### src/rtl/atcu_pkg.sv
// ============================================================================
// atcu_pkg: shared types and constants of the text terminal cursor unit
// Screen geometry, control codes, queue entry and command formats.
// ============================================================================
package atcu_pkg;

    // Screen and cell geometry
    localparam logic [9:0] SCREEN_WIDTH  = 10'd240;
    localparam logic [8:0] SCREEN_HEIGHT = 9'd320;
    localparam logic [4:0] CHAR_WIDTH    = 5'd6;
    localparam logic [4:0] CHAR_HEIGHT   = 5'd9;
    localparam logic [15:0] PANEL_LINES  = 16'd320;

    // Width of the newline clear, clipped to the rect_w range
    localparam logic [7:0] NL_FILL_W = (SCREEN_WIDTH > 10'd255) ? 8'd255 : SCREEN_WIDTH[7:0];

    // Control bytes
    localparam logic [7:0] ESC_CODE     = 8'h1b;
    localparam logic [7:0] LF_CODE      = 8'h0a;
    localparam logic [7:0] CR_CODE      = 8'h0d;
    localparam logic [7:0] BS_CODE      = 8'h08;
    localparam logic [7:0] CSI_CODE     = 8'h5b;
    localparam logic [7:0] SEP_CODE     = 8'h3b;
    localparam logic [7:0] SGR_END_CODE = 8'h6d;
    localparam logic [7:0] DIGIT_0      = 8'h30;
    localparam logic [7:0] DIGIT_9      = 8'h39;

    // SGR parameter codes
    localparam logic [9:0] SGR_RESET  = 10'd0;
    localparam logic [9:0] SGR_BOLD   = 10'd1;
    localparam logic [9:0] SGR_FG_LO  = 10'd30;
    localparam logic [9:0] SGR_FG_HI  = 10'd37;
    localparam logic [9:0] SGR_BG_LO  = 10'd40;
    localparam logic [9:0] SGR_BG_HI  = 10'd47;
    localparam logic [9:0] PARAM_SAT  = 10'd999;

    // Colors
    localparam logic [15:0] FG_RESET = 16'hfd20;
    localparam logic [15:0] BLACK    = 16'h0000;
    localparam logic [15:0] WHITE    = 16'hffff;

    // Configuration register indexes
    localparam logic [1:0] CFG_SCALE_X       = 2'd0;
    localparam logic [1:0] CFG_SCALE_Y       = 2'd1;
    localparam logic [1:0] CFG_WRAP_ENABLE   = 2'd2;
    localparam logic [1:0] CFG_SCROLL_ENABLE = 2'd3;

    typedef enum logic [1:0] {
        CMD_GLYPH  = 2'd0,
        CMD_FILL   = 2'd1,
        CMD_SCROLL = 2'd2
    } cmd_kind_t;

    typedef enum logic [2:0] {
        OP_CHAR = 3'd0,
        OP_NL   = 3'd1,
        OP_CR   = 3'd2,
        OP_BS   = 3'd3,
        OP_ATTR = 3'd4
    } op_t;

    // One queued item for the back end
    typedef struct packed {
        op_t         op;
        logic [7:0]  code;
        logic [15:0] fg;
        logic [15:0] bg;
        logic        bold;
    } entry_t;

    // One display command
    typedef struct packed {
        cmd_kind_t   kind;
        logic [9:0]  x;
        logic [8:0]  y;
        logic [7:0]  w;
        logic [5:0]  h;
        logic [6:0]  glyph;
        logic [15:0] fg;
        logic [15:0] bg;
        logic        bold;
        logic [15:0] sstart;
        logic        last;
    } cmd_t;

    function automatic logic [2:0] clamp_scale(input logic [2:0] s);
        logic [2:0] r;
        if (s == 3'd0) begin
            r = 3'd1;
        end else if (s > 3'd4) begin
            r = 3'd4;
        end else begin
            r = s;
        end
        return r;
    endfunction

    function automatic logic [15:0] palette(input logic [2:0] i);
        logic [15:0] c;
        case (i)
            3'd0:    c = 16'h0000;
            3'd1:    c = 16'hf800;
            3'd2:    c = 16'h0780;
            3'd3:    c = 16'hfe00;
            3'd4:    c = 16'h001f;
            3'd5:    c = 16'hf81f;
            3'd6:    c = 16'h07ff;
            default: c = 16'hffff;
        endcase
        return c;
    endfunction

endpackage

### src/rtl/atcu_queue.sv
// ============================================================================
// atcu_queue: small register FIFO
// Decouples the byte parser from the command sequencer.
// ============================================================================
module atcu_queue #(
    parameter int WIDTH = 8,
    parameter int DEPTH = 4
) (
    input  logic             clk,
    input  logic             rst_n,
    input  logic             push,
    input  logic [WIDTH-1:0] push_data,
    output logic             full,
    input  logic             pop,
    output logic [WIDTH-1:0] pop_data,
    output logic             empty
);

    localparam int PTR_W = (DEPTH > 1) ? $clog2(DEPTH) : 1;
    localparam int CNT_W = $clog2(DEPTH + 1);

    logic [WIDTH-1:0] mem_reg [DEPTH];
    logic [PTR_W-1:0] head_reg, head_next;
    logic [PTR_W-1:0] tail_reg, tail_next;
    logic [CNT_W-1:0] count_reg, count_next;
    logic             do_push, do_pop;

    assign full     = (count_reg == CNT_W'(DEPTH));
    assign empty    = (count_reg == '0);
    assign pop_data = mem_reg[head_reg];
    assign do_push  = push && !full;
    assign do_pop   = pop && !empty;

    always_comb
    begin
        head_next  = head_reg;
        tail_next  = tail_reg;
        count_next = count_reg;
        if (do_push)
        begin
            tail_next = (tail_reg == PTR_W'(DEPTH - 1)) ? '0 : tail_reg + 1'b1;
        end
        if (do_pop)
        begin
            head_next = (head_reg == PTR_W'(DEPTH - 1)) ? '0 : head_reg + 1'b1;
        end
        if (do_push && !do_pop)
        begin
            count_next = count_reg + 1'b1;
        end else if (do_pop && !do_push)
        begin
            count_next = count_reg - 1'b1;
        end
    end

    always_ff @(posedge clk or negedge rst_n)
    begin
        if (!rst_n)
        begin
            head_reg  <= '0;
            tail_reg  <= '0;
            count_reg <= '0;
        end else
        begin
            head_reg  <= head_next;
            tail_reg  <= tail_next;
            count_reg <= count_next;
        end
    end

    always_ff @(posedge clk)
    begin
        if (do_push)
        begin
            mem_reg[tail_reg] <= push_data;
        end
    end

endmodule

### src/rtl/atcu_front.sv
// ============================================================================
// atcu_front: byte parser
// Tracks escape state, collects SGR parameters, applies them one per cycle
// and queues text operations and attribute updates in order.
// ============================================================================
module atcu_front
    import atcu_pkg::*;
#(
    parameter int MAX_PARAMS = 10
) (
    input  logic       clk,
    input  logic       rst_n,
    input  logic       in_valid,
    output logic       in_ready,
    input  logic [7:0] rx_byte,
    output logic       push,
    output entry_t     push_entry,
    input  logic       q_full
);

    localparam int CNT_W = $clog2(MAX_PARAMS + 1);
    localparam int IDX_W = (MAX_PARAMS > 1) ? $clog2(MAX_PARAMS) : 1;

    typedef enum logic [1:0] {
        F_IDLE,
        F_APPLY,
        F_ATTR
    } fstate_t;

    typedef enum logic [1:0] {
        PH_TEXT,
        PH_ESC,
        PH_CSI
    } phase_t;

    fstate_t          state_reg, state_next;
    phase_t           phase_reg, phase_next;
    logic [CNT_W-1:0] count_reg, count_next;
    logic [9:0]       acc_reg, acc_next;
    logic [IDX_W-1:0] idx_reg, idx_next;
    logic [15:0]      fg_reg, fg_next;
    logic [15:0]      bg_reg, bg_next;
    logic             bold_reg, bold_next;
    logic [9:0]       param_q [MAX_PARAMS];

    logic             accept;
    logic             q_we;
    logic             room;
    logic [13:0]      acc_mul;
    logic [9:0]       pv;
    op_t              text_op;

    assign in_ready = (state_reg == F_IDLE) && !q_full;
    assign accept   = in_valid && in_ready;
    assign room     = (count_reg < CNT_W'(MAX_PARAMS));
    assign acc_mul  = 14'(acc_reg) * 14'd10 + 14'(rx_byte[3:0]);
    assign pv       = param_q[idx_reg];

    always_comb
    begin
        case (rx_byte)
            LF_CODE: text_op = OP_NL;
            CR_CODE: text_op = OP_CR;
            BS_CODE: text_op = OP_BS;
            default: text_op = OP_CHAR;
        endcase
    end

    always_comb
    begin
        state_next = state_reg;
        phase_next = phase_reg;
        count_next = count_reg;
        acc_next   = acc_reg;
        idx_next   = idx_reg;
        fg_next    = fg_reg;
        bg_next    = bg_reg;
        bold_next  = bold_reg;
        q_we       = 1'b0;
        push       = 1'b0;
        push_entry = '{op: text_op, code: rx_byte, fg: BLACK, bg: BLACK, bold: 1'b0};

        case (state_reg)
            F_IDLE:
            begin
                if (accept)
                begin
                    if (rx_byte == ESC_CODE)
                    begin
                        phase_next = PH_ESC;
                    end else
                    begin
                        case (phase_reg)
                            PH_ESC:
                            begin
                                if (rx_byte == CSI_CODE)
                                begin
                                    phase_next = PH_CSI;
                                    count_next = '0;
                                    acc_next   = '0;
                                end else
                                begin
                                    phase_next = PH_TEXT;
                                end
                            end
                            PH_CSI:
                            begin
                                if (rx_byte >= DIGIT_0 && rx_byte <= DIGIT_9)
                                begin
                                    if (room)
                                    begin
                                        acc_next = (acc_mul > 14'(PARAM_SAT)) ? PARAM_SAT
                                                                              : acc_mul[9:0];
                                    end
                                end else if (rx_byte == SEP_CODE)
                                begin
                                    if (room)
                                    begin
                                        q_we       = 1'b1;
                                        count_next = count_reg + 1'b1;
                                        acc_next   = '0;
                                    end
                                end else if (rx_byte == SGR_END_CODE)
                                begin
                                    phase_next = PH_TEXT;
                                    idx_next   = '0;
                                    state_next = F_APPLY;
                                    if (room)
                                    begin
                                        q_we       = 1'b1;
                                        count_next = count_reg + 1'b1;
                                    end
                                end else
                                begin
                                    phase_next = PH_TEXT;
                                    count_next = '0;
                                    acc_next   = '0;
                                end
                            end
                            default:
                            begin
                                push = 1'b1;
                            end
                        endcase
                    end
                end
            end
            F_APPLY:
            begin
                if (pv == SGR_RESET)
                begin
                    if (count_reg == CNT_W'(1))
                    begin
                        fg_next = WHITE;
                        bg_next = BLACK;
                    end
                    bold_next = 1'b0;
                end else if (pv == SGR_BOLD)
                begin
                    bold_next = 1'b1;
                end else if (pv >= SGR_FG_LO && pv <= SGR_FG_HI)
                begin
                    fg_next = palette(3'(pv - SGR_FG_LO));
                end else if (pv >= SGR_BG_LO && pv <= SGR_BG_HI)
                begin
                    bg_next = palette(3'(pv - SGR_BG_LO));
                end
                idx_next = idx_reg + 1'b1;
                if (CNT_W'(idx_reg) == count_reg - 1'b1)
                begin
                    state_next = F_ATTR;
                end
            end
            F_ATTR:
            begin
                push_entry = '{op: OP_ATTR, code: 8'd0, fg: fg_reg, bg: bg_reg, bold: bold_reg};
                if (!q_full)
                begin
                    push       = 1'b1;
                    count_next = '0;
                    acc_next   = '0;
                    state_next = F_IDLE;
                end
            end
            default:
            begin
                state_next = F_IDLE;
            end
        endcase
    end

    always_ff @(posedge clk or negedge rst_n)
    begin
        if (!rst_n)
        begin
            state_reg <= F_IDLE;
            phase_reg <= PH_TEXT;
            count_reg <= '0;
            acc_reg   <= '0;
            idx_reg   <= '0;
            fg_reg    <= FG_RESET;
            bg_reg    <= BLACK;
            bold_reg  <= 1'b0;
        end else
        begin
            state_reg <= state_next;
            phase_reg <= phase_next;
            count_reg <= count_next;
            acc_reg   <= acc_next;
            idx_reg   <= idx_next;
            fg_reg    <= fg_next;
            bg_reg    <= bg_next;
            bold_reg  <= bold_next;
        end
    end

    // parameter slots, each written at the current count before the count steps
    always_ff @(posedge clk)
    begin
        if (q_we)
        begin
            param_q[count_reg[IDX_W-1:0]] <= acc_reg;
        end
    end

endmodule

### src/rtl/atcu_back.sv
// ============================================================================
// atcu_back: command sequencer
// Owns cursor, attributes and configuration; turns queued operations into
// glyph, fill and scroll commands through a registered output stage.
// ============================================================================
module atcu_back
    import atcu_pkg::*;
(
    input  logic       clk,
    input  logic       rst_n,
    input  logic       cfg_we,
    input  logic [1:0] cfg_index,
    input  logic [2:0] cfg_data,
    input  logic       q_empty,
    input  entry_t     q_head,
    output logic       q_pop,
    output logic       out_valid,
    input  logic       out_ready,
    output cmd_t       out_cmd
);

    typedef enum logic [1:0] {
        B_IDLE,
        B_NL_FILL,
        B_SCROLL
    } bstate_t;

    bstate_t     state_reg, state_next;
    logic [2:0]  scale_x_reg, scale_y_reg;
    logic        wrap_reg, scroll_en_reg;
    logic [9:0]  cur_x_reg, cur_x_next;
    logic [8:0]  cur_y_reg, cur_y_next;
    logic [15:0] fg_reg, fg_next;
    logic [15:0] bg_reg, bg_next;
    logic        bold_reg, bold_next;
    logic        out_valid_reg, out_valid_next;
    cmd_t        cmd_reg, cmd_next;

    logic        out_free;
    logic        load;
    logic [6:0]  cw, ch;
    logic [5:0]  ch_sat;
    logic [10:0] x_sum;
    logic [9:0]  nx;
    logic [9:0]  bs_x;
    logic [9:0]  y_sum;
    logic [10:0] y_chk;
    logic [8:0]  ny;
    logic        glyph_ok;
    logic        nl_follow;

    assign cw       = 7'(CHAR_WIDTH) * 7'(clamp_scale(scale_x_reg));
    assign ch       = 7'(CHAR_HEIGHT) * 7'(clamp_scale(scale_y_reg));
    assign ch_sat   = (ch > 7'd63) ? 6'd63 : ch[5:0];
    assign x_sum    = 11'(cur_x_reg) + 11'(cw);
    assign nx       = x_sum[10] ? 10'd1023 : x_sum[9:0];
    assign bs_x     = (cur_x_reg > 10'(cw)) ? cur_x_reg - 10'(cw) : 10'd0;
    assign y_sum    = 10'(cur_y_reg) + 10'(ch);
    assign y_chk    = 11'(y_sum) + 11'(CHAR_HEIGHT);
    assign ny       = (y_chk > 11'(SCREEN_HEIGHT)) ? 9'd0 : y_sum[8:0];
    assign glyph_ok = (cur_x_reg < SCREEN_WIDTH) && (cur_y_reg < SCREEN_HEIGHT)
                      && !q_head.code[7];
    assign nl_follow = (nx >= SCREEN_WIDTH) && wrap_reg;

    assign out_free  = !out_valid_reg || out_ready;
    assign q_pop     = (state_reg == B_IDLE) && !q_empty && out_free;
    assign out_valid = out_valid_reg;
    assign out_cmd   = cmd_reg;

    always_comb
    begin
        state_next = state_reg;
        cur_x_next = cur_x_reg;
        cur_y_next = cur_y_reg;
        fg_next    = fg_reg;
        bg_next    = bg_reg;
        bold_next  = bold_reg;
        load       = 1'b0;
        cmd_next   = '0;

        case (state_reg)
            B_IDLE:
            begin
                if (q_pop)
                begin
                    case (q_head.op)
                        OP_ATTR:
                        begin
                            fg_next   = q_head.fg;
                            bg_next   = q_head.bg;
                            bold_next = q_head.bold;
                        end
                        OP_CR:
                        begin
                            cur_x_next = '0;
                        end
                        OP_NL:
                        begin
                            state_next = B_NL_FILL;
                        end
                        OP_BS:
                        begin
                            cur_x_next    = bs_x;
                            load          = 1'b1;
                            cmd_next.kind = CMD_FILL;
                            cmd_next.x    = bs_x;
                            cmd_next.y    = cur_y_reg;
                            cmd_next.w    = 8'(cw);
                            cmd_next.h    = ch_sat;
                            cmd_next.last = 1'b1;
                        end
                        default:
                        begin
                            cur_x_next = nx;
                            if (glyph_ok)
                            begin
                                load           = 1'b1;
                                cmd_next.kind  = CMD_GLYPH;
                                cmd_next.x     = cur_x_reg;
                                cmd_next.y     = cur_y_reg;
                                cmd_next.glyph = q_head.code[6:0];
                                cmd_next.fg    = fg_reg;
                                cmd_next.bg    = bg_reg;
                                cmd_next.bold  = bold_reg;
                                cmd_next.last  = !nl_follow;
                            end
                            if (nl_follow)
                            begin
                                state_next = B_NL_FILL;
                            end
                        end
                    endcase
                end
            end
            B_NL_FILL:
            begin
                if (out_free)
                begin
                    cur_x_next    = '0;
                    cur_y_next    = ny;
                    load          = 1'b1;
                    cmd_next.kind = CMD_FILL;
                    cmd_next.y    = ny;
                    cmd_next.w    = NL_FILL_W;
                    cmd_next.h    = ch_sat;
                    state_next    = B_SCROLL;
                end
            end
            B_SCROLL:
            begin
                if (out_free)
                begin
                    load            = 1'b1;
                    cmd_next.kind   = CMD_SCROLL;
                    cmd_next.sstart = scroll_en_reg
                                      ? PANEL_LINES - 16'(cur_y_reg) - 16'(ch) : 16'd0;
                    cmd_next.last   = 1'b1;
                    state_next      = B_IDLE;
                end
            end
            default:
            begin
                state_next = B_IDLE;
            end
        endcase

        if (load)
        begin
            out_valid_next = 1'b1;
        end else if (out_ready)
        begin
            out_valid_next = 1'b0;
        end else
        begin
            out_valid_next = out_valid_reg;
        end
    end

    always_ff @(posedge clk or negedge rst_n)
    begin
        if (!rst_n)
        begin
            state_reg     <= B_IDLE;
            scale_x_reg   <= 3'd1;
            scale_y_reg   <= 3'd1;
            wrap_reg      <= 1'b1;
            scroll_en_reg <= 1'b1;
            cur_x_reg     <= '0;
            cur_y_reg     <= '0;
            fg_reg        <= FG_RESET;
            bg_reg        <= BLACK;
            bold_reg      <= 1'b0;
            out_valid_reg <= 1'b0;
            cmd_reg       <= '0;
        end else
        begin
            state_reg     <= state_next;
            cur_x_reg     <= cur_x_next;
            cur_y_reg     <= cur_y_next;
            fg_reg        <= fg_next;
            bg_reg        <= bg_next;
            bold_reg      <= bold_next;
            out_valid_reg <= out_valid_next;
            if (load)
            begin
                cmd_reg <= cmd_next;
            end
            if (cfg_we)
            begin
                case (cfg_index)
                    CFG_SCALE_X:       scale_x_reg   <= cfg_data;
                    CFG_SCALE_Y:       scale_y_reg   <= cfg_data;
                    CFG_WRAP_ENABLE:   wrap_reg      <= cfg_data[0];
                    CFG_SCROLL_ENABLE: scroll_en_reg <= cfg_data[0];
                    default:           scale_x_reg   <= scale_x_reg;
                endcase
            end
        end
    end

endmodule

### src/rtl/ansi_text_terminal_cursor_unit.sv
// ============================================================================
// ansi_text_terminal_cursor_unit: text terminal with SGR escape parser
// Flow: a text byte is queued on its accept cycle; its first command is then
//   loaded from the queue head into the output register, via B_NL_FILL when it
//   opens with the newline clear. Commands leave one per cycle while out_ready
//   is high. Throughput: one byte per cycle while the parser is idle and the
//   queue has room; newlines pass B_NL_FILL, B_SCROLL; SGR ends F_APPLY, F_ATTR.
// Reset: rst_n clears cursor, attributes, parser, queue and configuration.
// ============================================================================
module ansi_text_terminal_cursor_unit
    import atcu_pkg::*;
#(
    parameter int MAX_PARAMS  = 10,
    parameter int QUEUE_DEPTH = 4
) (
    input  logic        clk,
    input  logic        rst_n,
    // byte input
    input  logic        in_valid,
    output logic        in_ready,
    input  logic [7:0]  rx_byte,
    // configuration writes
    input  logic        cfg_valid,
    output logic        cfg_ready,
    input  logic [1:0]  cfg_index,
    input  logic [2:0]  cfg_data,
    // command output
    output logic        out_valid,
    input  logic        out_ready,
    output logic [1:0]  cmd_kind,
    output logic [9:0]  pos_x,
    output logic [8:0]  pos_y,
    output logic [7:0]  rect_w,
    output logic [5:0]  rect_h,
    output logic [6:0]  glyph_code,
    output logic [15:0] fg_color,
    output logic [15:0] bg_color,
    output logic        bold_flag,
    output logic [15:0] scroll_start,
    output logic        last_of_run
);

    localparam int ENTRY_W = $bits(entry_t);

    logic               push;
    entry_t             push_entry;
    logic               q_full;
    logic               q_empty;
    logic               q_pop;
    logic [ENTRY_W-1:0] q_rdata;
    entry_t             q_head;
    cmd_t               cmd;

    // Configuration is always taken; the user must write it only while the unit is idle; not enforced by the block.
    assign cfg_ready = 1'b1;

    // Front end: escape parsing and SGR application. Everything that touches
    // the cursor or the drawing attributes goes through the queue in byte order,
    // so attribute changes land between the right glyphs.
    atcu_front #(
        .MAX_PARAMS(MAX_PARAMS)
    ) u_front (
        .clk       (clk),
        .rst_n     (rst_n),
        .in_valid  (in_valid),
        .in_ready  (in_ready),
        .rx_byte   (rx_byte),
        .push      (push),
        .push_entry(push_entry),
        .q_full    (q_full)
    );

    atcu_queue #(
        .WIDTH(ENTRY_W),
        .DEPTH(QUEUE_DEPTH)
    ) u_queue (
        .clk      (clk),
        .rst_n    (rst_n),
        .push     (push),
        .push_data(push_entry),
        .full     (q_full),
        .pop      (q_pop),
        .pop_data (q_rdata),
        .empty    (q_empty)
    );

    assign q_head = entry_t'(q_rdata);

    // Back end: cursor tracking and command generation. A newline is a fill
    // of the new line followed by a scroll update; last_of_run marks the final
    // command of each byte.
    atcu_back u_back (
        .clk      (clk),
        .rst_n    (rst_n),
        .cfg_we   (cfg_valid && cfg_ready),
        .cfg_index(cfg_index),
        .cfg_data (cfg_data),
        .q_empty  (q_empty),
        .q_head   (q_head),
        .q_pop    (q_pop),
        .out_valid(out_valid),
        .out_ready(out_ready),
        .out_cmd  (cmd)
    );

    // Unused fields of each command kind are zero in the output register.
    assign cmd_kind     = cmd.kind;
    assign pos_x        = cmd.x;
    assign pos_y        = cmd.y;
    assign rect_w       = cmd.w;
    assign rect_h       = cmd.h;
    assign glyph_code   = cmd.glyph;
    assign fg_color     = cmd.fg;
    assign bg_color     = cmd.bg;
    assign bold_flag    = cmd.bold;
    assign scroll_start = cmd.sstart;
    assign last_of_run  = cmd.last;

endmodule
### config.mk
export PLATFORM = sky130hd
export DESIGN_NAME = ansi_text_terminal_cursor_unit
export DESIGN_NICKNAME = d
export VERILOG_FILES = /design/src/rtl/atcu_pkg.sv /design/src/rtl/atcu_queue.sv /design/src/rtl/atcu_front.sv /design/src/rtl/atcu_back.sv /design/src/rtl/ansi_text_terminal_cursor_unit.sv
export SDC_FILE = /design/constraint.sdc
export NUM_CORES = 1
export LEC_CHECK = 0
export BUFFER_PORTS_ARGS = -buffer_cell sky130_fd_sc_hd__buf_2
export CAP_MARGIN = 10
export CORE_ASPECT_RATIO = 1.25
export CORE_UTILIZATION = 55
export CTS_CLUSTER_SIZE = 40
export DETAILED_ROUTE_END_ITERATION = 8
export GPL_ROUTABILITY_DRIVEN = 1
export PLACE_DENSITY = 0.76
export SYNTH_ARGS = -nofsm -noshare
export SYNTH_HDL_FRONTEND = slang
export SYNTH_SLANG_ARGS = --single-unit
### constraint.sdc
create_clock -name clk -period 3.4 [get_ports clk]
set_input_delay 0.34 -clock clk [delete_from_list [all_inputs] [get_ports clk]]
set_output_delay 0.34 -clock clk [all_outputs]
set_load 0.01 [all_outputs]
* Yosys cells after proc, flatten, opt, wreduce, memory -nomap -nowiden *
Memories as Yosys holds them, arrays and structs flattened.
Cells that the tools add are included.
W data, S select, Z words.

word-level totals
  register bits after elaboration = 217
  memory bits (writable) = 276
  input bits = 18
  output and inout bits = 95
  logic and storage cells = 319
  memories kept = 2

operators by class
  $add $sub $neg = 16
  $mul = 3
  $lt $le $gt $ge = 16
  eq/ne operators = 63
  multiplexer cells = 124
  reduce and logical (&&, ||, !) cells = 62

memories
  name             words  bits a word  rd ports  clocked after memory_dff  write ports  line              RTL
  u_queue.mem_reg  4      44           1         0                         1            atcu_queue.sv:22  logic [WIDTH-1:0] mem_reg [DEPTH];
  u_front.param_q  10     10           1         0                         1            atcu_front.sv:44  logic [9:0] param_q [MAX_PARAMS];

operators with widths
  operator               number
  $pmux W16 S7           2
  $mux W16               11
  $mux W10               15
  $mux W40               3
  $mux W75               1
  $pmux W10 S2           3
  $mux W4                14
  $pmux W23 S2           1
  $mux W44               1
  $pmux W20 S2           1
  $mux W2                19
  $pmux W10 S3           1
  $mux W1                26
  $eq A3 B3 Y1 const B   8
  $eq A8 B4 Y1 const B   3
  $pmux W2 S3            4
  $pmux W4 S2            3
  $mux W23               1
  $le A10 B6 Y1 const B  2
  $ne A2 B2 Y1 const B   10
  $mux W19               1
  $eq A3 B2 Y1 const B   6
  $mux W3                6
  $mux W17               1
  other kinds (66)       141

* Logic depth before layout (Yosys ltp) *
  depth after elaboration = 13
  depth in mapped cells = 16
  depth with buffers taken out = 15

* Hierarchy *
A second synthesis with hierarchy kept.

second synthesis, totals
  cells, all modules = 1,626
  area, all modules = 21,459.3 um^2

by module, submodules not included
  module                          times used  cells an instance  area each (um^2)  seq. area each (um^2)
  atcu_back                       1           816                7,758.7           3,643.5
  atcu_front                      1           541                6,900.4           3,908.7
  atcu_queue                      1           267                6,789.0           5,460.2
  ansi_text_terminal_cursor_unit  1           2                  11.3              0.0

* Worst setup path before layout *
No wires, ideal clock.

  path type = register to register
  start point = register u_back.scale_x_reg[0]
  end point = register u_back.state_reg[1]
  library setup time = 125 ps
  arrival = 3,463 ps
  data required time = 3,275 ps
  slack = -187 ps
  cell stages (with the launch flop) = 15
  buffers on the path = 1
  clock period less this slack = 3,587 ps
  cell sequence = dfstp_2 inv_1 a21oi_1 ha_1 ha_1 ha_1 clkbuf_1 o21ai_0 o21ai_0 a21oi_1 or3b_2 a311oi_1 o31ai_1 a21oi_1 mux2_2

between the ends
  cells in the longest elaborated chain, start to end = 10
  elaborated cells on any way between the ends = 11
  classes of those cells = 1 x add/sub; 1 x mul; 2 x order compare; 1 x eq/ne; 3 x mux; 3 x reduce/logical

ends and longest elaborated chain
  what                           line              RTL
  from (decl)                    atcu_back.sv:29   logic [2:0] scale_x_reg, scale_y_reg;
  from (signal assigned)         atcu_back.sv:211  CFG_SCALE_X: scale_x_reg <= cfg_data;
  from (signal assigned)         atcu_back.sv:215  default: scale_x_reg <= scale_x_reg;
  $gt A3 B3 Y1                   atcu_pkg.sv:90    end else if (s > 3'd4) begin
  $mux W3                        atcu_pkg.sv:90
  $mux W3 *                      atcu_pkg.sv:88    if (s == 3'd0) begin
  $mul A2 B3 Y5 *                atcu_back.sv:52   assign cw = 7'(CHAR_WIDTH) * 7'(clamp_scale(scale_x_reg));
  $add A10 B6 Y11 *              atcu_back.sv:55   assign x_sum = 11'(cur_x_reg) + 11'(cw);
  $mux W10 *                     atcu_back.sv:56   assign nx = x_sum[10] ? 10'd1023 : x_sum[9:0];
  $ge A10 B8 Y1 *                atcu_back.sv:63   assign nl_follow = (nx >= SCREEN_WIDTH) && wrap_reg;
  $logic_and A1 B1 Y1 *          atcu_back.sv:63
  $ne A3 B2 Y1 (no line) *       -
  $reduce_and A5 Y1 (no line) *  -
  to (signal assigned)           atcu_back.sv:197  state_reg <= state_next;
  to (decl)                      atcu_back.sv:28   bstate_t state_reg, state_next;

Every way passes the cells marked *; elsewhere a longest branch is shown, timed or not.
A chain may end at the register's enable or synchronous reset.

* Final worst setup path *
Ends and elaborated chain as after synthesis.

==> impl_metrics.env <==
export IMPL_outcome="complete, no violations"
export IMPL_p_leak_nw=8.453
export IMPL_cts_buffers=36
export IMPL_synth_seq_area_share_pct=57.33
export IMPL_drc=0
export IMPL_clockRootBuffer="clkbuf_16"
export IMPL_dp_cells=1907
export IMPL_async_flop_share_pct=43.66
export IMPL_worst_ep_arrival_time_ns=3.81
export IMPL_wire_per_inst_um=18.52
export IMPL_timing_critical_path_mode_cell="ha_4"
export IMPL_fp_dieH_um=200.1
export IMPL_layout_drive_gt1_share_pct=24.83
export IMPL_slew_headroom_pct=49.83
export IMPL_synth_cell_types=80
export IMPL_netlist_area_sq_mm=0.01727
export IMPL_crit_path_start_kind="flop"
export IMPL_grt_max_degree=66
export IMPL_clock_latency_ns=0.54
export IMPL_overflow=0
export IMPL_finalMaxSlewViolations=0
export IMPL_maxCapViolations=0
export IMPL_dieArea_sq_mm=0.03211
export IMPL_antenna_found_initial=3
export IMPL_critPathSlowestCell="dfstp_2"
export IMPL_grt_usage_pct=23.24
export IMPL_finalNonFillerCells=1983
export IMPL_clock_skew_ns=0.01342
export IMPL_synth_seq_cells=355
export IMPL_final_antenna_net_count=0
export IMPL_vias=11610
export IMPL_rsz0062_at_grt="yes"
export IMPL_synthesis_instances=1387
export IMPL_cp_required_ns=3.82
export IMPL_clock_sinks=355
export IMPL_cts_clk_slew_worst_paths_ns=0.07
export IMPL_port_buffers=110
export IMPL_multi_input_area_sq_mm=0.006904
export IMPL_worstSetupPathType="reg -> reg"
export IMPL_worstPathMaxFanout=3
export IMPL_fp_row_count=72
export IMPL_worstSetupStartpoint="u_back.scale_x_reg[0]"
export IMPL_period_share_pct=99.57
export IMPL_vias_per_cell=5.853
export IMPL_yosys_warnings=0
export IMPL_cts_buffer_depth=3
export IMPL_first_pass_iters=5
export IMPL_die_w_um=160.5
export IMPL_gp_congestion=0.8791
export IMPL_cpPeakStageDelay_ns=0.52
export IMPL_hold_start="cfg_data[1]"
export IMPL_grt_pass1_wl_um=58510
export IMPL_htree_levels=2
export IMPL_ios=113
export IMPL_hold_viol=0
export IMPL_coreArea_sq_mm=0.03090
export IMPL_worstPathCellList="inv_2, a21oi_2, ha_2, ha_4, xnor2_2, inv_1, buf_6, ha_4, o21ai_4, o21ai_2, nand2_1, or4b_4, a311oi_2, o31ai_2, a21oi_1, mux2_2"
export IMPL_min_period_ns=3.385
export IMPL_area_growth_pct=15.89
export IMPL_r2r_start="u_back.scale_x_reg[0]"
export IMPL_tightest_slew_ns=0.7476
export IMPL_synth_ff_type="edfxtp_1"
export IMPL_postSynthAreaPerCell_sq_um=12.45
export IMPL_start_util_pct=55.88
export IMPL_hp_class="in -> reg"
export IMPL_wl_um=36720
export IMPL_p_per_area_mw_per_mm2=802.9
export IMPL_setup_worst_path_end_class="flop"
export IMPL_grt_pass1_vias=11360
export IMPL_hpwl_um=25080
export IMPL_drt_iter0_drc=710
export IMPL_hold_ws_ns=0.05909
export IMPL_synth_edff_count=200
export IMPL_setup_violations_final=0
export IMPL_regArea_sq_mm=0.009899
export IMPL_ir_drop_uv=664.0
export IMPL_fillers=2229
export IMPL_finalNetCount=1633
export IMPL_fmax_mhz=295.4
export IMPL_cts_tree="done"
-- power breakdown --
group	internal [W]	total [W]	leakage [nW]	switching [W]
combinational	0.00273	0.00630	4.00	0.00356
sequential	0.00531	0.00589	3.88	0.000579
clock	0.00218	0.00388	0.573	0.00170
-- metal layers --
metal	wire length [um]	vias to the layer above	global-route usage, %
li1	-	5473	-
met1	15090	5725	28.52
met2	18410	316	40.72
met5	22	-	0
met3	1915	89	3.988
met4	1274	4	9.806
-- cell usage in the layout (no fill, tap or decap), drive strengths merged, types with 9 or more instances in the layout --
cell / n
clkbuf: 51
xor2: 21
nor3: 30
dfstp: 12
o31ai: 15
a22o: 39
buf: 201
clkinv: 11
inv: 57
nor2: 82
nand2b: 11
mux2: 41
and2: 32
o21ai: 89
dfrtp: 143
ha: 63
nand3: 19
and3: 10
edfxtp: 200
nand2: 107
o22ai: 11
nand4: 11
mux2i: 16
xnor2: 37
mux4: 30
a21oi: 41
a211oi: 9
a21o: 23
nor2b: 15
nor4: 14
-- critical path, delay by kind of cell, from the launching register on --
kind	cells	cell delay, ns
xor+xnor	1	0.12
flops	1	0.52
fa+ha+maj	3	0.58
buf+inv	3	0.25
compound gates	6	0.90
mux	1	0.34
simple gates	2	0.57
-- through the flow --
| stage | util, % | TNS (ns) | total power (W) | setup slack (ns) | cell area (sq um) |
|---|---|---|---|---|---|
| finish | 64.76 | 0 | 0.01607 | 0.01461 | 20010 |
| global route | 64.75 | -0.2166 | 0.01703 | -0.1099 | 20010 |
| CTS | 63.97 | -0.05086 | 0.01594 | -0.05086 | 19770 |
| detailed placement | 60.06 | -0.6974 | 0.01197 | -0.1013 | 18560 |
| global placement | 60.06 | -0.04602 | 0.01184 | -0.04602 | 18560 |
| floorplan | - | -0.09131 | 0.01030 | -0.09131 | 17280 |
-- repair_timing --
item,4_1_cts,5_1_grt
gates resized for setup,4,45
pin swaps,3,13
hold buffers,1,0
cloned,0,0
buffers inserted,1,7
endpoints found under the setup margin,18,29
hold endpoints to repair,57,0
-- cells in the mapped netlist, drive strengths merged, types with 12 or more instances --
| cell | instances | area (sq um) |
|---|---|---|
| a21o | 23 | 172.7 |
| a21oi | 41 | 205.2 |
| a22o | 39 | 341.6 |
| and2 | 32 | 200.2 |
| buf | 42 | 305.3 |
| clkbuf | 41 | 153.9 |
| dfrtp | 143 | 3578 |
| dfstp | 12 | 315.3 |
| edfxtp | 200 | 6006 |
| ha | 63 | 788.3 |
| inv | 53 | 198.9 |
| mux2 | 41 | 461.7 |
| mux2i | 16 | 160.2 |
| mux4 | 30 | 675.7 |
| nand2 | 107 | 401.6 |
| nand3 | 19 | 95.09 |
| nor2 | 82 | 322.8 |
| nor2b | 15 | 93.84 |
| nor3 | 30 | 161.4 |
| nor4 | 14 | 87.58 |
| o21ai | 89 | 445.4 |
| o31ai | 15 | 117.6 |
| xnor2 | 37 | 324.1 |
| xor2 | 21 | 183.9 |
-- path summary, 6_finish.rpt --
check / slack, ns / to / cells after the start
min in group asynchronous: 0.38 / u_back.out_cmd[69] / 2
max in group asynchronous: 2.13 / u_front.fg_reg[8] / 3
setup reg to reg: 0.01 / u_back.state_reg[1] / 16
hold / removal: 0.06 / u_back.scale_y_reg[1] / 2
hold reg to reg: 0.47 / u_back.out_cmd[10] / 1
setup / recovery: 0.01 / u_back.state_reg[1] / 16
-- kinds of logic after synthesis --
kind of cell	count (synthesis)	synth area share, %
AND/OR/NAND/NOR	374	11.04
flip-flops	355	57.33
AO/OA/AOI/OAI	305	12.09
buffers and inverters	137	3.833
multiplexers	87	7.514
adder cells (fa/ha/maj)	69	5.203
XOR/XNOR	58	2.942
other	2	0.04349
-- final cells by class --
type	count	share of cell area, %
tap	407	2.545
timing repair buffer	202	6.553
multi-input combinational	898	34.50
clock inverter	15	0.7378
antenna	1	0.01251
sequential	355	49.47
inverter	54	1.013
clock buffer	51	5.165
No activity file was read; power rests on OpenSTA's default activity.
